**config.mk**
```make
export PLATFORM = sky130hd
export DESIGN_NAME = bfd_session_liveness_table
export DESIGN_NICKNAME = d
export VERILOG_FILES = /design/src/hw/rtl/bfdslt_pkg.sv /design/src/hw/rtl/bfd_session_liveness_table.sv /design/src/hw/rtl/bfdslt_ram.sv /design/src/hw/rtl/bfdslt_front.sv /design/src/hw/rtl/bfdslt_back.sv /design/src/hw/rtl/bfdslt_resq.sv
export SDC_FILE = /design/constraint.sdc
export NUM_CORES = 2
export LEC_CHECK = 0
export BUFFER_PORTS_ARGS = -buffer_cell sky130_fd_sc_hd__buf_2
export CORE_MARGIN = 3
export CORE_UTILIZATION = 50
export CTS_CLUSTER_SIZE = 8
export DETAILED_ROUTE_END_ITERATION = 12
export GPL_TIMING_DRIVEN = 0
export PLACE_DENSITY = 0.74
export SLEW_MARGIN = 25
export SYNTH_ARGS = -nofsm -noshare
export SYNTH_HDL_FRONTEND = slang
export SYNTH_SLANG_ARGS = --single-unit
```
**constraint.sdc**
```tcl
create_clock -name clk -period 8.5 [get_ports clk]
set_input_delay 0.85 -clock clk [delete_from_list [all_inputs] [get_ports clk]]
set_output_delay 0.85 -clock clk [all_outputs]
set_load 0.02 [all_outputs]
```
**src/hw/rtl/bfdslt_pkg.sv**
```systemverilog
// Shared constants, types and helpers of the BFD session liveness table
`timescale 1ns / 1ps
package bfdslt_pkg;

	localparam int PORT_SLOTS    = 32;
	localparam int BFD_PKT_BYTES = 24;

	localparam int PORT_W  = 6;
	localparam int LEN_W   = 16;
	localparam int TIME_W  = 32;
	localparam int ACT_W   = 6;
	localparam int CFG_W   = 32;
	localparam int CFG_IW  = 2;
	localparam int IDX_W   = (PORT_SLOTS > 1) ? $clog2(PORT_SLOTS) : 1;
	localparam int LIVE_W  = $clog2(PORT_SLOTS + 1);
	localparam int EXT_W   = PORT_W + 1;

	localparam int CMDQ_DEPTH = 2;
	localparam int CMDQ_AW    = (CMDQ_DEPTH > 1) ? $clog2(CMDQ_DEPTH) : 1;
	localparam int CMDQ_CW    = $clog2(CMDQ_DEPTH + 1);
	localparam int RESQ_DEPTH = 2;
	localparam int RESQ_AW    = (RESQ_DEPTH > 1) ? $clog2(RESQ_DEPTH) : 1;
	localparam int RESQ_CW    = $clog2(RESQ_DEPTH + 1);

	localparam logic [CFG_IW-1:0] CFG_ACTIVE_PORTS = 2'd0;
	localparam logic [CFG_IW-1:0] CFG_TIMEOUT_US   = 2'd1;
	localparam logic [CFG_IW-1:0] CFG_LOCAL_DISC   = 2'd2;

	localparam logic [ACT_W-1:0]  ACTIVE_RST  = 6'd1;
	localparam logic [TIME_W-1:0] TIMEOUT_RST = 32'd1000;

	localparam logic OP_PKT    = 1'b0;
	localparam logic OP_TICK   = 1'b1;
	localparam logic KIND_PKT  = 1'b0;
	localparam logic KIND_TICK = 1'b1;

	typedef enum logic [1:0] {
		ST_ADMINDOWN = 2'd0,
		ST_DOWN      = 2'd1,
		ST_INIT      = 2'd2,
		ST_UP        = 2'd3
	} state_t;

	typedef enum logic [1:0] {
		STAT_OK       = 2'd0,
		STAT_SHORT    = 2'd1,
		STAT_BAD_PORT = 2'd2
	} status_t;

	typedef struct packed {
		logic              op;
		logic [PORT_W-1:0] port;
		status_t           status;
		logic              in_range;
		logic [TIME_W-1:0] now;
	} cmd_t;

	typedef struct packed {
		logic              kind;
		logic [PORT_W-1:0] report_port;
		status_t           status;
		state_t            remote_now;
		logic              send_echo;
		logic              remote_down;
		logic              last;
	} res_t;

	// active port count, saturated to the table size
	function automatic logic [LIVE_W-1:0] live_count(input logic [ACT_W-1:0] act);
		logic [ACT_W:0] ext;
		ext = {1'b0, act};
		if (ext > (ACT_W + 1)'(PORT_SLOTS))
			return LIVE_W'(PORT_SLOTS);
		else
			return LIVE_W'(act);
	endfunction

endpackage

```
**src/hw/rtl/bfd_session_liveness_table.sv**
```systemverilog
// Top level of the BFD session liveness table
//
//  channel   direction  handshake        fields
//  input     in         push / full      op port udp_length peer_discriminator
//                                        version_diag now_us
//  result    out        empty / pop      kind report_port status remote_now
//                                        send_echo remote_down last
//  config    in         cfg_wr_en        cfg_index cfg_data
//
//  A packet item needs no table walk: the remote state lives in flops and
//  the receive time RAM is only written. A tick walks the active ports
//  (capped at the table size), one port per cycle while the result queue is not
//  full, bounded by the single read port of the receive time RAM.
//  Two-entry queues on both sides let front and back stall independently.
//  Reset is asynchronous; tables come up valid at once, no clearing pass.
`timescale 1ns / 1ps
module bfd_session_liveness_table (
	input  logic                          clk,
	input  logic                          arst_n,
	input  logic                          push,
	output logic                          full,
	input  logic                          op,
	input  logic [bfdslt_pkg::PORT_W-1:0] port,
	input  logic [bfdslt_pkg::LEN_W-1:0]  udp_length,
	input  logic [31:0]                   peer_discriminator,
	input  logic [7:0]                    version_diag,
	input  logic [bfdslt_pkg::TIME_W-1:0] now_us,
	output logic                          empty,
	input  logic                          pop,
	output logic                          kind,
	output logic [bfdslt_pkg::PORT_W-1:0] report_port,
	output logic [1:0]                    status,
	output logic [1:0]                    remote_now,
	output logic                          send_echo,
	output logic                          remote_down,
	output logic                          last,
	input  logic                          cfg_wr_en,
	input  logic [bfdslt_pkg::CFG_IW-1:0] cfg_index,
	input  logic [bfdslt_pkg::CFG_W-1:0]  cfg_data
);
	import bfdslt_pkg::*;

	logic [ACT_W-1:0]  active_q;
	logic [TIME_W-1:0] timeout_q;
	logic [LIVE_W-1:0] live;
	logic              cmd_valid;
	cmd_t              cmd;
	logic              cmd_pop;
	logic              res_push;
	res_t              res;
	logic              res_full;
	res_t              head;

	assign live = live_count(active_q);

	always_ff @(posedge clk or negedge arst_n) begin
		if (!arst_n) begin
			active_q  <= ACTIVE_RST;
			timeout_q <= TIMEOUT_RST;
		end else if (cfg_wr_en) begin
			unique case (cfg_index)
				CFG_ACTIVE_PORTS: active_q  <= cfg_data[ACT_W-1:0];
				CFG_TIMEOUT_US:   timeout_q <= cfg_data[TIME_W-1:0];
				CFG_LOCAL_DISC:   ;
				default:          ;
			endcase
		end
	end

	bfdslt_front u_front (
		.clk        (clk),
		.arst_n     (arst_n),
		.push       (push),
		.full       (full),
		.op         (op),
		.port       (port),
		.udp_length (udp_length),
		.now_us     (now_us),
		.live       (live),
		.cmd_valid  (cmd_valid),
		.cmd        (cmd),
		.cmd_pop    (cmd_pop)
	);

	bfdslt_back u_back (
		.clk        (clk),
		.arst_n     (arst_n),
		.cmd_valid  (cmd_valid),
		.cmd        (cmd),
		.cmd_pop    (cmd_pop),
		.live       (live),
		.timeout_us (timeout_q),
		.res_push   (res_push),
		.res        (res),
		.res_full   (res_full)
	);

	bfdslt_resq u_resq (
		.clk      (clk),
		.arst_n   (arst_n),
		.res_push (res_push),
		.res      (res),
		.res_full (res_full),
		.empty    (empty),
		.pop      (pop),
		.head     (head)
	);

	assign kind        = head.kind;
	assign report_port = head.report_port;
	assign status      = head.status;
	assign remote_now  = head.remote_now;
	assign send_echo   = head.send_echo;
	assign remote_down = head.remote_down;
	assign last        = head.last;

endmodule

```
**src/hw/rtl/bfdslt_ram.sv**
```systemverilog
// Generic single-write, single-read RAM with registered read data
`timescale 1ns / 1ps
module bfdslt_ram #(
	parameter int WIDTH = 32,
	parameter int DEPTH = 32,
	parameter int AW    = (DEPTH > 1) ? $clog2(DEPTH) : 1
) (
	input  logic             clk,
	input  logic             wr_en,
	input  logic [AW-1:0]    wr_addr,
	input  logic [WIDTH-1:0] wr_data,
	input  logic             rd_en,
	input  logic [AW-1:0]    rd_addr,
	output logic [WIDTH-1:0] rd_data
);

	logic [WIDTH-1:0] mem_q [DEPTH];

	always_ff @(posedge clk) begin
		if (wr_en)
			mem_q[wr_addr] <= wr_data;
		if (rd_en)
			rd_data <= mem_q[rd_addr];
	end

endmodule

```
**src/hw/rtl/bfdslt_front.sv**
```systemverilog
// Front end: input checks, packet classification and the command queue
`timescale 1ns / 1ps
module bfdslt_front (
	input  logic                         clk,
	input  logic                         arst_n,
	input  logic                         push,
	output logic                         full,
	input  logic                         op,
	input  logic [bfdslt_pkg::PORT_W-1:0] port,
	input  logic [bfdslt_pkg::LEN_W-1:0]  udp_length,
	input  logic [bfdslt_pkg::TIME_W-1:0] now_us,
	input  logic [bfdslt_pkg::LIVE_W-1:0] live,
	output logic                         cmd_valid,
	output bfdslt_pkg::cmd_t             cmd,
	input  logic                         cmd_pop
);
	import bfdslt_pkg::*;

	cmd_t               ent_q [CMDQ_DEPTH];
	logic [CMDQ_AW-1:0] wr_ptr_q;
	logic [CMDQ_AW-1:0] rd_ptr_q;
	logic [CMDQ_CW-1:0] cnt_q;
	cmd_t               in_cmd;
	logic               do_push;
	logic               do_pop;

	always_comb begin
		in_cmd          = '0;
		in_cmd.op       = op;
		in_cmd.port     = port;
		in_cmd.now      = now_us;
		in_cmd.in_range = ({1'b0, port} < EXT_W'(live));
		if (udp_length < LEN_W'(BFD_PKT_BYTES))
			in_cmd.status = STAT_SHORT;
		else if (!in_cmd.in_range)
			in_cmd.status = STAT_BAD_PORT;
		else
			in_cmd.status = STAT_OK;
	end

	assign full      = (cnt_q == CMDQ_CW'(CMDQ_DEPTH));
	assign cmd_valid = (cnt_q != '0);
	assign cmd       = ent_q[rd_ptr_q];
	assign do_push   = push && !full;
	assign do_pop    = cmd_pop && cmd_valid;

	always_ff @(posedge clk or negedge arst_n) begin
		if (!arst_n) begin
			wr_ptr_q <= '0;
			rd_ptr_q <= '0;
			cnt_q    <= '0;
		end else begin
			if (do_push)
				wr_ptr_q <= (wr_ptr_q == CMDQ_AW'(CMDQ_DEPTH - 1)) ? '0 : wr_ptr_q + 1'b1;
			if (do_pop)
				rd_ptr_q <= (rd_ptr_q == CMDQ_AW'(CMDQ_DEPTH - 1)) ? '0 : rd_ptr_q + 1'b1;
			if (do_push && !do_pop)
				cnt_q <= cnt_q + 1'b1;
			else if (do_pop && !do_push)
				cnt_q <= cnt_q - 1'b1;
		end
	end

	always_ff @(posedge clk) begin
		if (do_push)
			ent_q[wr_ptr_q] <= in_cmd;
	end

endmodule

```
**src/hw/rtl/bfdslt_back.sv**
```systemverilog
// Back end: session table updates, tick walk and result generation
`timescale 1ns / 1ps
module bfdslt_back (
	input  logic                          clk,
	input  logic                          arst_n,
	input  logic                          cmd_valid,
	input  bfdslt_pkg::cmd_t              cmd,
	output logic                          cmd_pop,
	input  logic [bfdslt_pkg::LIVE_W-1:0] live,
	input  logic [bfdslt_pkg::TIME_W-1:0] timeout_us,
	output logic                          res_push,
	output bfdslt_pkg::res_t              res,
	input  logic                          res_full
);
	import bfdslt_pkg::*;

	typedef enum logic {
		B_IDLE,
		B_WALK
	} bstate_t;

	bstate_t               state_q;
	state_t                remote_q [PORT_SLOTS];
	state_t                local_q  [PORT_SLOTS];
	logic [PORT_SLOTS-1:0] rx_vld_q;
	logic                  rd_vld_q;
	logic [IDX_W-1:0]      idx_q;
	logic [TIME_W-1:0]     now_q;

	logic                  ram_wr_en;
	logic                  ram_rd_en;
	logic [IDX_W-1:0]      ram_rd_addr;
	logic [TIME_W-1:0]     ram_rd_data;

	logic [IDX_W-1:0]      pkt_idx;
	logic [IDX_W-1:0]      idx_nxt;
	logic                  is_pkt;
	logic                  pkt_ok;
	logic [TIME_W-1:0]     last_rx;
	logic [TIME_W-1:0]     elapsed;
	state_t                cur_rem;
	state_t                cur_loc;
	logic                  timed_out;
	logic                  echo;
	logic                  walk_last;

	// last receive time per port; entries never written are taken as zero through rx_vld_q
	bfdslt_ram #(
		.WIDTH (TIME_W),
		.DEPTH (PORT_SLOTS)
	) u_rx_time (
		.clk     (clk),
		.wr_en   (ram_wr_en),
		.wr_addr (pkt_idx),
		.wr_data (cmd.now),
		.rd_en   (ram_rd_en),
		.rd_addr (ram_rd_addr),
		.rd_data (ram_rd_data)
	);

	assign pkt_idx   = cmd.port[IDX_W-1:0];
	assign idx_nxt   = idx_q + 1'b1;
	assign is_pkt    = (cmd.op == OP_PKT);
	assign pkt_ok    = (cmd.status == STAT_OK);
	assign last_rx   = rd_vld_q ? ram_rd_data : '0;
	assign elapsed   = now_q - last_rx;
	assign cur_rem   = remote_q[idx_q];
	assign cur_loc   = local_q[idx_q];
	assign timed_out = (cur_rem == ST_UP) && (elapsed > timeout_us);
	assign echo      = !(cur_loc == ST_DOWN || cur_loc == ST_ADMINDOWN);
	assign walk_last = ((LIVE_W'(idx_q) + LIVE_W'(1)) == live);

	always_comb begin
		cmd_pop     = 1'b0;
		res_push    = 1'b0;
		res         = '0;
		ram_wr_en   = 1'b0;
		ram_rd_en   = 1'b0;
		ram_rd_addr = '0;
		unique case (state_q)
			B_IDLE: begin
				if (cmd_valid) begin
					if (is_pkt) begin
						if (!res_full) begin
							cmd_pop         = 1'b1;
							res_push        = 1'b1;
							res.kind        = KIND_PKT;
							res.report_port = cmd.port;
							res.status      = cmd.status;
							res.last        = 1'b1;
							ram_wr_en       = pkt_ok;
							if (!cmd.in_range)
								res.remote_now = ST_ADMINDOWN;
							else if (pkt_ok)
								res.remote_now = ST_UP;
							else
								res.remote_now = remote_q[pkt_idx];
						end
					end else begin
						cmd_pop   = 1'b1;
						ram_rd_en = (live != '0);
					end
				end
			end
			B_WALK: begin
				if (!res_full) begin
					res_push        = 1'b1;
					res.kind        = KIND_TICK;
					res.report_port = PORT_W'(idx_q);
					res.status      = STAT_OK;
					res.remote_now  = timed_out ? ST_DOWN : cur_rem;
					res.send_echo   = echo;
					res.remote_down = timed_out;
					res.last        = walk_last;
					ram_rd_en       = !walk_last;
					ram_rd_addr     = idx_nxt;
				end
			end
			default: ;
		endcase
	end

	always_ff @(posedge clk or negedge arst_n) begin
		if (!arst_n) begin
			state_q  <= B_IDLE;
			rx_vld_q <= '0;
			idx_q    <= '0;
			rd_vld_q <= 1'b0;
			for (int i = 0; i < PORT_SLOTS; i++) begin
				remote_q[i] <= ST_INIT;
				local_q[i]  <= ST_INIT;
			end
		end else begin
			unique case (state_q)
				B_IDLE: begin
					if (cmd_valid && is_pkt && !res_full && pkt_ok) begin
						remote_q[pkt_idx] <= ST_UP;
						rx_vld_q[pkt_idx] <= 1'b1;
					end
					if (cmd_valid && !is_pkt && live != '0) begin
						state_q  <= B_WALK;
						idx_q    <= '0;
						rd_vld_q <= rx_vld_q[0];
					end
				end
				B_WALK: begin
					if (!res_full) begin
						if (cur_loc == ST_INIT)
							local_q[idx_q] <= ST_UP;
						if (timed_out)
							remote_q[idx_q] <= ST_DOWN;
						if (walk_last) begin
							state_q <= B_IDLE;
						end else begin
							idx_q    <= idx_nxt;
							rd_vld_q <= rx_vld_q[idx_nxt];
						end
					end
				end
				default: state_q <= B_IDLE;
			endcase
		end
	end

	always_ff @(posedge clk) begin
		if (state_q == B_IDLE && cmd_valid && !is_pkt)
			now_q <= cmd.now;
	end

endmodule

```
**src/hw/rtl/bfdslt_resq.sv**
```systemverilog
// Result queue between the back end and the result ports
`timescale 1ns / 1ps
module bfdslt_resq (
	input  logic             clk,
	input  logic             arst_n,
	input  logic             res_push,
	input  bfdslt_pkg::res_t res,
	output logic             res_full,
	output logic             empty,
	input  logic             pop,
	output bfdslt_pkg::res_t head
);
	import bfdslt_pkg::*;

	res_t               ent_q [RESQ_DEPTH];
	logic [RESQ_AW-1:0] wr_ptr_q;
	logic [RESQ_AW-1:0] rd_ptr_q;
	logic [RESQ_CW-1:0] cnt_q;
	logic               do_push;
	logic               do_pop;

	assign res_full = (cnt_q == RESQ_CW'(RESQ_DEPTH));
	assign empty    = (cnt_q == '0);
	assign head     = ent_q[rd_ptr_q];
	assign do_push  = res_push && !res_full;
	assign do_pop   = pop && !empty;

	always_ff @(posedge clk or negedge arst_n) begin
		if (!arst_n) begin
			wr_ptr_q <= '0;
			rd_ptr_q <= '0;
			cnt_q    <= '0;
		end else begin
			if (do_push)
				wr_ptr_q <= (wr_ptr_q == RESQ_AW'(RESQ_DEPTH - 1)) ? '0 : wr_ptr_q + 1'b1;
			if (do_pop)
				rd_ptr_q <= (rd_ptr_q == RESQ_AW'(RESQ_DEPTH - 1)) ? '0 : rd_ptr_q + 1'b1;
			if (do_push && !do_pop)
				cnt_q <= cnt_q + 1'b1;
			else if (do_pop && !do_push)
				cnt_q <= cnt_q - 1'b1;
		end
	end

	always_ff @(posedge clk) begin
		if (do_push)
			ent_q[wr_ptr_q] <= res;
	end

endmodule

```
==> out/summary.txt <==
post-route ant nets: 0
pin count of the biggest net entering global routing: 82
clock skew: 0.0482 ns
Hold Path Class: in2async
Syn Nets: 3668
DIE AREA: 121000 um2
mapped cell area: 58300 um2
DRC: 0
die height: 348 um
Post-DP Area: 62000 um2
DP HPWL: 98800 um
synth unique cells: 69
Final Hold Fails: 0
initial antenna violation count: 5
Seq/Total Area, Yosys: 71.1%
Max clock buf depth: 3
Die W: 348 um
Post-synth top flop: edfxtp_1
Worst-path clk slew: 0.05 ns
FFs w/ async S/R, synth: 15.1%
arrival time worst endpoint: 7.23 ns
TritonCTS Buffers: 195
Initial Util: 50.7%
router iterations before antenna repair: 6
fin crit share: 77.1%
Vias/cell: 6.21
Max Cap Viol: 0
crit path time final: 6.55 ns
RePlAce Congestion: 0.904
setup bufs post-CTS: 0
Starting DRT DRC Count: 3921
mean routed wirelength per cell: 27.0 um
CTS sink cnt: 1413
Congestion Overflow GR: 0
Post-synth EDFFs: 1200
slowest CP cell: nor4b_1
Post-Syn Instances: 3458
Buffers on Ports: 106
GRT Overall Usage: 24.2%
layout cell share with drive strength beyond 1: 24.5%
Finished Core Util: 58.6%
CP required: 9.17 ns
Max H-tree Level: 4
first-pass GRT wire length: 218000 um
fillcell total: 8424
worst skew pair latency: 0.81 ns
setup violators final: 0
core region area: 115000 um2
Ports: 150
VDD IR max: 229 uV
Max FO, Critical Path: 10
row cnt: 124
setup TNS: 0 ns
Routed WL: 146000 um
Final Cell Area: 67500 um2
Crit Path Class: reg2reg
CP endpoint kind: register
synth warn: 0
Hold-fix buffers, CTS: 0
cell area power density: 382 nW/um2
status: finished clean
Max Fclk: 153 MHz
fin. max-slew vios: 0
WHS: 0.0359 ns
worst slew pin tran: 1.11 ns
Area Overhead vs Synth: 15.7%
critical-path cell list: clkbuf_1, nand2_1, ha_1, nand4_1, nor2_1, nor4b_1, a21oi_1, o21ai_1, a21oi_1, or4b_1, nand3_1, ha_1, a21o_1, a21o_1, a21oi_1, o21a_1, o21ai_0, a211oi_2, nor3b_1, buf_4, buf_6, a311o_1
vias in the first global route: 33937
final std cells w/o fill: 5405
CTS tree: yes
crit-path most repeated cell: a21oi_1
crit start category: register
Mean Syn Cell Area: 16.9 um2
fin nets: 4016
Placed Instances: 5121
routed vias: 33580
worst relative slew slack: 26.3%
leakage: 23.8 nW
Max stage delay on crit path: 0.84 ns
Seq cells post-synth: 1413
RSZ-0062 raised after global routing: false
Resized Gates After CTS: 0
root buf cell: clkbuf_16
==> area by class of cell <==
class	count	area (um2)	area share, %
Timing Repair Buffer	151	1490	2.21
Multi-Input combinational cell	1804	16000	23.7
Clock buffer	268	5190	7.70
Sequential cell	1413	41500	61.4
Antenna cell	2	5.00	0.00742
Inverter	48	180	0.267
Clock inverter	14	309	0.458
Buffer	193	945	1.40
Tap cell	1512	1890	2.80
==> cells in the final DEF (no fill, tap or decap), types with 8 or more instances in the layout <==
cell type	count
or2_1	21
mux4_2	181
or2_2	78
dfrtp_1	142
o21ai_0	57
buf_2	165
nand3_1	24
a21o_1	24
buf_16	14
nor3_1	12
nand4_1	10
a211oi_1	16
nand2_1	253
clkbuf_16	196
xnor2_1	27
nor2_1	126
o21a_1	8
a31o_2	32
edfxtp_1	1200
a311o_1	35
and2_1	11
a31oi_1	71
a21oi_1	101
nor2_4	33
buf_12	24
buf_1	9
buf_4	28
mux2i_1	273
clkbuf_1	161
xor2_1	15
o221ai_1	128
ha_1	75
dfstp_2	71
inv_1	46
mux2_2	89
nand2b_1	10
a22oi_1	10
nor2b_1	11
==> layer usage <==
layer | global-route usage (%) | up-vias | share of wire, %
met3 | 6.10 | 301 | 11
met1 | 34.1 | 17090 | 40
met2 | 37.1 | 1866 | 46
met5 | 0.746 | - | 0.077
met4 | 8.38 | 2 | 2.9
li1 | - | 14321 | -
==> through the flow <==
stage / setup slack, ns / total power, mW
floorplan: 3.87 / 15.1
global placement: 2.05 / 18.4
detailed placement: 1.98 / 18.7
CTS: 1.95 / 25.7
global route: 1.61 / 26.8
finish: 1.95 / 25.8
==> state kept, by name, indices dropped and copies added (netlist names), 6 cells and up <==
signal                    cells
u_back.now_q                 32
u_back.rx_vld_q              32
u_back.local_q               64
u_resq.ent_q                 28
timeout_q                    32
u_back.u_rx_time.mem_q     1024
active_q                      6
u_front.ent_q                84
u_back.remote_q              64
u_back.u_rx_time.rd_data     32
==> Yosys cell counts, drive strengths merged (5+ instances only) <==
| cell type | n | area share [%] |
|---|---|---|
| edfxtp | 1200 | 62 |
| mux2i | 273 | 4.7 |
| nand2 | 257 | 1.7 |
| mux4 | 181 | 7.0 |
| nor2 | 159 | 1.0 |
| dfrtp | 142 | 6.1 |
| o221ai | 128 | 1.9 |
| a21oi | 101 | 0.87 |
| buf | 100 | 1.0 |
| or2 | 99 | 1.1 |
| clkbuf | 93 | 0.60 |
| mux2 | 89 | 1.7 |
| ha | 75 | 1.6 |
| a31oi | 71 | 0.76 |
| dfstp | 71 | 3.2 |
| o21ai | 59 | 0.51 |
| inv | 48 | 0.31 |
| a311o | 35 | 0.60 |
| a31o | 32 | 0.48 |
| xnor2 | 27 | 0.41 |
| a21o | 24 | 0.31 |
| nand3 | 24 | 0.21 |
| a211oi | 17 | 0.23 |
| xor2 | 15 | 0.23 |
| nor3 | 13 | 0.11 |
| and2 | 12 | 0.13 |
| nor2b | 12 | 0.13 |
| a22oi | 10 | 0.13 |
| nand2b | 10 | 0.11 |
| nand4 | 10 | 0.11 |
| o21a | 8 | 0.10 |
| and3 | 7 | 0.075 |
| a22o | 6 | 0.090 |
| o22ai | 6 | 0.064 |
| o21bai | 5 | 0.064 |
==> final timing paths <==
check / to / slack (ns) / cells past startpoint / start
worst max-delay path: u_back.remote_q[20] / 1.95 / 22 / u_back.rd_vld_q
worst min-delay path: u_back.remote_q[8] / 0.04 / 1 / arst_n
worst max register to register: u_back.remote_q[20] / 1.95 / 22 / u_back.rd_vld_q
worst min register to register: u_back.local_q[24] / 0.46 / 1 / u_back.local_q[24]
max in group asynchronous: timeout_q[8] / 7.23 / 3 / arst_n
min in group clk: u_front.ent_q[0][15] / 0.23 / 1 / now_us[15]
==> kinds of logic (layout without fill, tap and decap cells) <==
| kind of cell | after synthesis | in the layout | share of synthesized area [%] |
|---|---|---|---|
| flops | 1413 | 1413 | 71.1 |
| simple gates | 619 | 619 | 4.87 |
| mux | 543 | 543 | 13.4 |
| compound gates | 524 | 524 | 6.47 |
| buf+inv | 241 | 674 | 1.92 |
| fa+ha+maj | 76 | 76 | 1.64 |
| xor+xnor | 42 | 42 | 0.631 |
| other cells | 0 | 2 | 0 |
==> critical path: cells and delay by family (launching register included) <==
kind	cells	cell delay, ns
AOI/OAI and AO/OA	10	2.48
buffers and inverters	3	0.77
adders and majority gates	2	0.61
DFF	1	0.62
and+or+nand+nor	7	1.94
==> power breakdown <==
part           total, mW  switching [mW]  internal [mW]
registers           8.97           0.158           8.81
clock network       7.03            2.83           4.20
logic               9.81            6.57           3.24
total               25.8            9.55           16.3
Note: power is estimated with default switching activity, not from simulation.
